File: config.mk
export PLATFORM = sky130hd
export DESIGN_NAME = tsv_quoted_field_parser_top
export DESIGN_NICKNAME = d
export VERILOG_FILES = /design/src/rtl/tqfp_pkg.sv /design/src/rtl/tsv_quoted_field_parser_top.sv /design/src/rtl/tqfp_core.sv /design/src/rtl/tqfp_out_stage.sv
export VERILOG_INCLUDE_DIRS = /design/src /design/src/rtl
export SDC_FILE = /design/constraint.sdc
export NUM_CORES = 1
export LEC_CHECK = 0
export BUFFER_PORTS_ARGS = -buffer_cell sky130_fd_sc_hd__buf_2
export CELL_PAD_IN_SITES_DETAIL_PLACEMENT = 1
export CELL_PAD_IN_SITES_GLOBAL_PLACEMENT = 2
export CORE_MARGIN = 5
export CORE_UTILIZATION = 25
export DETAILED_ROUTE_END_ITERATION = 8
export GPL_TIMING_DRIVEN = 0
export PLACE_DENSITY = 0.62
export SYNTH_ARGS = -nofsm -noshare
export SYNTH_HDL_FRONTEND = slang
export SYNTH_SLANG_ARGS = --single-unit
File: constraint.sdc
create_clock -name clk -period 3.5 [get_ports clk]
set_input_delay 0 -clock clk [delete_from_list [all_inputs] [get_ports clk]]
set_output_delay 0 -clock clk [all_outputs]
set_load 0.005 [all_outputs]
File: src/rtl/tsv_quoted_field_parser_top_defines.svh
// ----------------------------------------------------------------------------
// TSV quoted-field parser assertion macros
// Shared concurrent assertion forms, clocked on clk with reset rst_n.
// ----------------------------------------------------------------------------
`ifndef TSV_QUOTED_FIELD_PARSER_TOP_DEFINES_SVH
`define TSV_QUOTED_FIELD_PARSER_TOP_DEFINES_SVH

// condition holds at every edge outside reset
`define TQFP_ASSERT_ALWAYS(lbl, cond) \
    lbl: assert property (@(posedge clk) disable iff (!rst_n) (cond)) \
        else $error("tqfp assertion failed");

// consequent holds at the next edge after antecedent
`define TQFP_ASSERT_NEXT(lbl, ante, cons) \
    lbl: assert property (@(posedge clk) disable iff (!rst_n) (ante) |=> (cons)) \
        else $error("tqfp assertion failed");

`endif

File: src/rtl/tqfp_pkg.sv
// ----------------------------------------------------------------------------
// tqfp_pkg
// Types and constants shared by the TSV quoted-field parser modules.
// ----------------------------------------------------------------------------
package tqfp_pkg;

    localparam int BYTE_W = 8;
    localparam int KIND_W = 2;

    localparam logic [BYTE_W-1:0] BYTE_LF       = 8'h0A;
    localparam logic [BYTE_W-1:0] BYTE_CR       = 8'h0D;
    localparam logic [BYTE_W-1:0] DELIM_RESET   = 8'h09;
    localparam logic [BYTE_W-1:0] QUOTE_RESET   = 8'h22;

    // configuration register indexes
    localparam logic CFG_DELIMITER = 1'b0;
    localparam logic CFG_QUOTE     = 1'b1;

    // result kinds
    localparam logic [KIND_W-1:0] KIND_BYTE   = 2'd0;
    localparam logic [KIND_W-1:0] KIND_FIELD  = 2'd1;
    localparam logic [KIND_W-1:0] KIND_RECORD = 2'd2;

    typedef struct packed {
        logic inside_quotes;
        logic quote_seen_in_quotes;
        logic field_was_quoted;
        logic field_has_bytes;
        logic separator_in_record;
        logic record_has_input;
        logic swallow_next_lf;
        logic swallow_lf_in_quotes;
    } parse_state_t;

    typedef struct packed {
        logic [KIND_W-1:0] item_kind;
        logic [BYTE_W-1:0] content_byte;
    } result_t;

endpackage

File: src/rtl/tsv_quoted_field_parser_top.sv
// ----------------------------------------------------------------------------
// tsv_quoted_field_parser_top
// Byte-stream parser for tab-separated text with quoted fields.
// ----------------------------------------------------------------------------
// Input beats: one text byte on s_axis_tdata, or an end-of-input mark with
// s_axis_tlast high (tdata then ignored). Output beats: m_axis_tuser gives
// the kind (content byte, end of field, end of field and record) and
// m_axis_tdata the content byte, zero for the two end marks. A beat may give
// no output (quotes, blank records, LF after CR).
// Throughput: one input beat per cycle while s_axis_tready is high. Output
// beats are registered: each result goes from the per-byte decision logic
// into the output register, or into the skid entry if that is busy.
// When the receiver stalls, one more result is held in a skid entry; once it
// is occupied s_axis_tready drops until the output register drains.
// The user writes delimiter and quote bytes on cfg_we/cfg_index/cfg_data
// only while the block is idle, which it does not enforce. Reset restores
// tab and double quote and clears all parse state and both output entries.
// ----------------------------------------------------------------------------
module tsv_quoted_field_parser_top
    import tqfp_pkg::*;
(
    input  logic              clk,
    input  logic              rst_n,
    input  logic              cfg_we,
    input  logic              cfg_index,
    input  logic [BYTE_W-1:0] cfg_data,
    input  logic              s_axis_tvalid,
    output logic              s_axis_tready,
    input  logic [7:0]        s_axis_tdata,   // [7:0] in_byte
    input  logic              s_axis_tlast,   // end_of_input
    output logic              m_axis_tvalid,
    input  logic              m_axis_tready,
    output logic [7:0]        m_axis_tdata,   // [7:0] content_byte
    output logic [1:0]        m_axis_tuser    // [1:0] item_kind
);

    logic    in_accept;
    logic    res_valid;
    result_t res;
    result_t out_data;

    assign in_accept = s_axis_tvalid && s_axis_tready;

    tqfp_core u_core (
        .clk          (clk),
        .rst_n        (rst_n),
        .cfg_we       (cfg_we),
        .cfg_index    (cfg_index),
        .cfg_data     (cfg_data),
        .in_accept    (in_accept),
        .in_byte      (s_axis_tdata),
        .end_of_input (s_axis_tlast),
        .res_valid    (res_valid),
        .res          (res)
    );

    tqfp_out_stage u_out (
        .clk        (clk),
        .rst_n      (rst_n),
        .push       (res_valid),
        .push_data  (res),
        .can_accept (s_axis_tready),
        .out_valid  (m_axis_tvalid),
        .out_ready  (m_axis_tready),
        .out_data   (out_data)
    );

    assign m_axis_tdata = out_data.content_byte;
    assign m_axis_tuser = out_data.item_kind;

endmodule

File: src/rtl/tqfp_core.sv
// ----------------------------------------------------------------------------
// tqfp_core
// Parser state, configuration registers and per-byte decision logic.
// ----------------------------------------------------------------------------
`include "tsv_quoted_field_parser_top_defines.svh"

module tqfp_core
    import tqfp_pkg::*;
(
    input  logic              clk,
    input  logic              rst_n,
    input  logic              cfg_we,
    input  logic              cfg_index,
    input  logic [BYTE_W-1:0] cfg_data,
    input  logic              in_accept,
    input  logic [BYTE_W-1:0] in_byte,
    input  logic              end_of_input,
    output logic              res_valid,
    output result_t           res
);

    logic [BYTE_W-1:0] delimiter_reg;
    logic [BYTE_W-1:0] quote_reg;
    parse_state_t      state_reg;
    parse_state_t      state_next;
    logic              emit;

    always_ff @(posedge clk or negedge rst_n)
    begin
        if (!rst_n)
        begin
            delimiter_reg <= DELIM_RESET;
            quote_reg     <= QUOTE_RESET;
        end
        else if (cfg_we)
        begin
            if (cfg_index == CFG_DELIMITER)
                delimiter_reg <= cfg_data;
            else
                quote_reg <= cfg_data;
        end
    end

    always_ff @(posedge clk or negedge rst_n)
    begin
        if (!rst_n)
            state_reg <= '0;
        else if (in_accept)
            state_reg <= state_next;
    end

    always_comb
    begin
        logic dropped;
        logic unquoted;
        logic is_quote;
        logic is_eol;

        state_next = state_reg;
        emit       = 1'b0;
        res        = '{item_kind: KIND_BYTE, content_byte: '0};
        dropped    = 1'b0;
        unquoted   = 1'b0;
        is_quote   = (in_byte == quote_reg);
        is_eol     = (in_byte == BYTE_LF) || (in_byte == BYTE_CR);

        if (end_of_input)
        begin
            emit          = state_reg.record_has_input;
            res.item_kind = KIND_RECORD;
            state_next    = '0;
        end
        else
        begin
            // LF right after a CR is dropped: the CR already ended the record or gave the quoted LF
            dropped = (state_reg.swallow_next_lf || state_reg.swallow_lf_in_quotes)
                      && (in_byte == BYTE_LF);
            state_next.swallow_next_lf      = 1'b0;
            state_next.swallow_lf_in_quotes = 1'b0;

            if (!dropped)
            begin
                state_next.record_has_input = 1'b1;
                unquoted = !state_reg.inside_quotes;

                if (state_reg.inside_quotes)
                begin
                    if (state_reg.quote_seen_in_quotes)
                    begin
                        state_next.quote_seen_in_quotes = 1'b0;
                        if (is_quote)
                        begin
                            emit             = 1'b1;
                            res.content_byte = in_byte;
                            state_next.field_has_bytes = 1'b1;
                        end
                        else
                        begin
                            // closing quote; this byte falls through as unquoted
                            state_next.inside_quotes = 1'b0;
                            unquoted = 1'b1;
                        end
                    end
                    else if (is_quote)
                        state_next.quote_seen_in_quotes = 1'b1;
                    else if (in_byte == BYTE_CR)
                    begin
                        state_next.swallow_lf_in_quotes = 1'b1;
                        state_next.field_has_bytes      = 1'b1;
                        emit             = 1'b1;
                        res.content_byte = BYTE_LF;
                    end
                    else
                    begin
                        state_next.field_has_bytes = 1'b1;
                        emit             = 1'b1;
                        res.content_byte = in_byte;
                    end
                end

                if (unquoted)
                begin
                    if (in_byte == delimiter_reg)
                    begin
                        state_next.field_has_bytes     = 1'b0;
                        state_next.field_was_quoted    = 1'b0;
                        state_next.separator_in_record = 1'b1;
                        emit          = 1'b1;
                        res.item_kind = KIND_FIELD;
                    end
                    else if (is_eol)
                    begin
                        // blank record: no separator and no content
                        emit = state_reg.separator_in_record || state_next.field_has_bytes;
                        res.item_kind = KIND_RECORD;
                        state_next = '0;
                        state_next.swallow_next_lf = (in_byte == BYTE_CR);
                    end
                    else if (is_quote && !state_next.field_has_bytes
                             && !state_reg.field_was_quoted)
                    begin
                        state_next.inside_quotes    = 1'b1;
                        state_next.field_was_quoted = 1'b1;
                    end
                    else
                    begin
                        state_next.field_has_bytes = 1'b1;
                        emit             = 1'b1;
                        res.content_byte = in_byte;
                    end
                end
            end
        end
    end

    assign res_valid = in_accept && emit;

    `TQFP_ASSERT_NEXT(a_eoi_clears, in_accept && end_of_input, state_reg == '0)
    `TQFP_ASSERT_ALWAYS(a_one_swallow,
        !(state_reg.swallow_next_lf && state_reg.swallow_lf_in_quotes))
    `TQFP_ASSERT_ALWAYS(a_quote_seen_inside,
        !state_reg.quote_seen_in_quotes || state_reg.inside_quotes)

endmodule

File: src/rtl/tqfp_out_stage.sv
// ----------------------------------------------------------------------------
// tqfp_out_stage
// Output register with one skid entry; upstream ready is a registered flag.
// ----------------------------------------------------------------------------
`include "tsv_quoted_field_parser_top_defines.svh"

module tqfp_out_stage
    import tqfp_pkg::*;
(
    input  logic    clk,
    input  logic    rst_n,
    input  logic    push,
    input  result_t push_data,
    output logic    can_accept,
    output logic    out_valid,
    input  logic    out_ready,
    output result_t out_data
);

    logic    out_valid_reg;
    logic    skid_valid_reg;
    result_t out_data_reg;
    result_t skid_data_reg;
    logic    pop;

    assign pop        = out_valid_reg && out_ready;
    assign can_accept = !skid_valid_reg;
    assign out_valid  = out_valid_reg;
    assign out_data   = out_data_reg;

    always_ff @(posedge clk or negedge rst_n)
    begin
        if (!rst_n)
        begin
            out_valid_reg  <= 1'b0;
            skid_valid_reg <= 1'b0;
        end
        else if (!out_valid_reg || pop)
        begin
            // skid full means no push this cycle
            out_valid_reg  <= skid_valid_reg || push;
            skid_valid_reg <= 1'b0;
        end
        else if (push)
            skid_valid_reg <= 1'b1;
    end

    always_ff @(posedge clk)
    begin
        if (!out_valid_reg || pop)
            out_data_reg <= skid_valid_reg ? skid_data_reg : push_data;
        else if (push)
            skid_data_reg <= push_data;
    end

    `TQFP_ASSERT_ALWAYS(a_skid_needs_out, !skid_valid_reg || out_valid_reg)
    `TQFP_ASSERT_ALWAYS(a_no_push_when_full, !(push && skid_valid_reg))
    `TQFP_ASSERT_NEXT(a_skid_moves_up, skid_valid_reg && out_ready,
        out_valid_reg && !skid_valid_reg)

endmodule

==> summary.txt <==
Route
  – Final antenna-violating net count: 0
  – DRT Pass-1 Iters: 4
  – Routed len/inst: 14.9 um
  – Via count: 1731
  – DRC Markers: 0
  – Overall routed net length: 5.67 mm
  – DRT iter0 DRCs: 55
  – Vias per cell: 4.54

STA
  – Final setup fails: 0
  – RSZ-0062 raised after global routing: no
  – Final Hold Violating Endpoints: 0
  – Slew Limit Fails: 0
  – Min cycle time layout: 3.22 ns
  – Final worst-path cycle share: 92.0%
  – Fmax: 310 MHz
  – Clk_skew: 0.00900 ns
  – Setup TNS: 0 ns
  – Max_slew headroom: 41.5%
  – Least-Margin Pin Slew: 0.875 ns
  – Hold WS: 0.0205 ns

Placement
  – I/O Buffers: 32
  – Placer Congestion: 0.717
  – Final HPWL DP: 4.43 mm

CTS
  – Root Buffer: clkbuf_8
  – CTS tree: done
  – Htree depth: 2
  – Hold-fix buffers at CTS: 9
  – Clock Path Buffers: 2
  – Clock Latency Late Sink: 0.30 ns
  – Clock-pin slew on the worst setup and hold paths: 0.09 ns
  – # Post-CTS Setup Buffers: 0
  – Post_cts resized: 0
  – Sink Count: 46
  – Num CTS Buffers: 5

Worst setup path
  – Setup crit end kind: flip-flop
  – CP max-delay cell: a211oi_2
  – R2R setup slack: 0.28 ns
  – Setup CP Type: reg2reg
  – Worst Path Required: 3.43 ns
  – Crit path max fanout: 10
  – CP Launch Type: flip-flop
  – Crit-path cells: xor2_1, nor4_4, nand2_1, ha_1, nand2b_1, o32ai_1, a211o_2, a211oi_2
  – Largest stage delay on the critical path: 0.76 ns
  – Critical path data arrival time: 3.15 ns

Outcome
  – Status: complete, no violations

Global route
  – Maximum number of pins on one net before global-route repair: 27
  – Grt met1 use: 13.1%
  – Global Route met2 Usage: 17.5%
  – Vias in the first global route: 1802
  – Initial antenna violation count: 0
  – Total track usage: 10.3%
  – GRT met3 Usage: 1.55%
  – Gr busiest metal: met2
  – First-pass GRT wire length: 9.26 mm
  – Total grt overflow: 0

Die
  – Core area: 9330 um2
  – Site Rows: 35
  – Die height: 108 um
  – Die width: 108 um
  – Die area: 11700 um2
  – Ports: 35
  – Initial core utilization: 25.9%

Yosys
  – EDFF count, synth: 20
  – Seq/Total Area, Yosys: 52.0%
  – Synth warn: 0
  – Top_reg_cell synth: dfrtp_1
  – Post-synth cell types: 48
  – Post-Syn Area: 2420 um2
  – Synth Register Bits: 46
  – Post-Syn Nets: 227
  – Avg Cell Area, Syn: 11.9 um2
  – Synth Instances: 203
  – Async SR Flop Fraction: 56.5%

Cells and area
  – Layout cells sized above 1: 34.1%
  – Number of fillers in the final layout: 1063
  – Most frequent cells in the layout: buf_2, nand2_1, dfrtp_1
  – Area Overhead vs Synth: 21.9%
  – Antenna Cells: 0
  – Commonest non-fill, non-tap cell in the layout: buf_2
  – Nets: 275

Power
  – Max VDD drop: 0.000136 V
  – Leak: 1.19 nW
  – Cell Pwr Density: 440 nW/um2

Flow run
  – Max Cap Violations: 0

Worst hold path
  – Hold Crit Class: in2reg
[metal layers]
layer  part of all wire [%]  up-vias  wire (um)
li1                       -      836          -
met2                     50       29       2840
met5                      0        -          0
met4                    1.6        0         88
met1                     44      859       2520
met3                    3.9        7        222
[critical path, delay by kind of cell (launching register included)]
family,cells,cell delay [ns]
compound gates,3,1.21
simple gates,3,0.69
flops,1,0.54
fa+ha+maj,1,0.30
xor+xnor,1,0.09
[cell usage after synthesis (all sizes together), types with 2 or more instances]
master | count | share of area [%]
nand3 | 5 | 1.6
dfrtp | 22 | 23
o41ai | 2 | 0.73
nand2b | 3 | 0.78
a21oi | 6 | 1.4
mux2 | 17 | 7.9
o21ai | 11 | 2.4
nor4 | 5 | 4.0
nand4 | 3 | 0.78
buf | 4 | 1.3
a211oi | 2 | 0.83
a21bo | 2 | 1.1
a21boi | 4 | 1.6
xor2 | 16 | 5.8
a21o | 2 | 0.67
clkbuf | 3 | 0.47
o31ai | 9 | 3.6
inv | 10 | 1.6
a31o | 2 | 0.73
nand2 | 23 | 3.6
nor2 | 14 | 2.2
dfstp | 4 | 4.4
edfxtp | 20 | 25
[kinds of logic (layout without fill, tap and decap cells)]
| kind of cell | Yosys count | after routing | share of synthesized area (%) |
|---|---|---|---|
| AND/OR/NAND/NOR | 58 | 58 | 14.4 |
| AO/OA/AOI/OAI | 48 | 48 | 16.0 |
| flip-flops | 46 | 46 | 52.0 |
| multiplexers | 17 | 17 | 7.92 |
| buffers and inverters | 17 | 66 | 3.37 |
| XOR/XNOR | 16 | 16 | 5.80 |
| adder cells (fa/ha/maj) | 1 | 1 | 0.518 |
[per-stage QoR]
| stage | cell area, um2 | total power [mW] | utilization (%) | std cells | setup WS, ns |
|---|---|---|---|---|---|
| final | 2940 | 1.30 | 31.6 | 381 | 0.279 |
| after global routing | 2940 | 1.37 | 31.6 | 381 | 0.107 |
| after CTS | 2940 | 1.32 | 31.6 | 381 | 0.193 |
| after detailed placement | 2740 | 0.894 | 29.3 | 364 | 0.230 |
| after global placement | 2740 | 0.887 | 29.3 | 364 | 0.264 |
| after floorplan | 2420 | 0.812 | - | 203 | 0.727 |
[report_power, final]
part | internal, mW | switching (mW)
clock network | 0.233 | 0.181
registers | 0.630 | 0.0272
logic | 0.0982 | 0.127
[worst paths after layout]
| check | startpoint | endpoint | cells after the start |
|---|---|---|---|
| min in group asynchronous | rst_n | u_core.state_reg[3]$_DFFE_PN0P_ | 2 |
| max reg2reg | u_core.quote_reg[1]$_DFFE_PN1P_ | u_out.skid_data_reg[1]$_DFFE_PP_ | 8 |
| max | u_core.quote_reg[1]$_DFFE_PN1P_ | u_out.skid_data_reg[1]$_DFFE_PP_ | 8 |
| min | s_axis_tvalid | u_out.out_valid$_DFFE_PN0N_ | 3 |
| max in group asynchronous | rst_n | u_core.state_reg[0]$_DFFE_PN0P_ | 2 |
| min reg2reg | u_core.state_reg[2]$_DFFE_PN0P_ | u_core.state_reg[2]$_DFFE_PN0P_ | 1 |
[layout make-up]
cell class	instances	area (um2)	share of cell area, %
multi-input combinational	140	1080	36.6
inverter	10	37.5	1.27
sequential	46	1260	42.7
buffer	7	43.8	1.49
timing repair buffer	41	250	8.50
tap	129	161	5.48
clock inverter	1	30.0	1.02
clock buffer	7	86.3	2.93
Power figures use the tool's default switching activity.
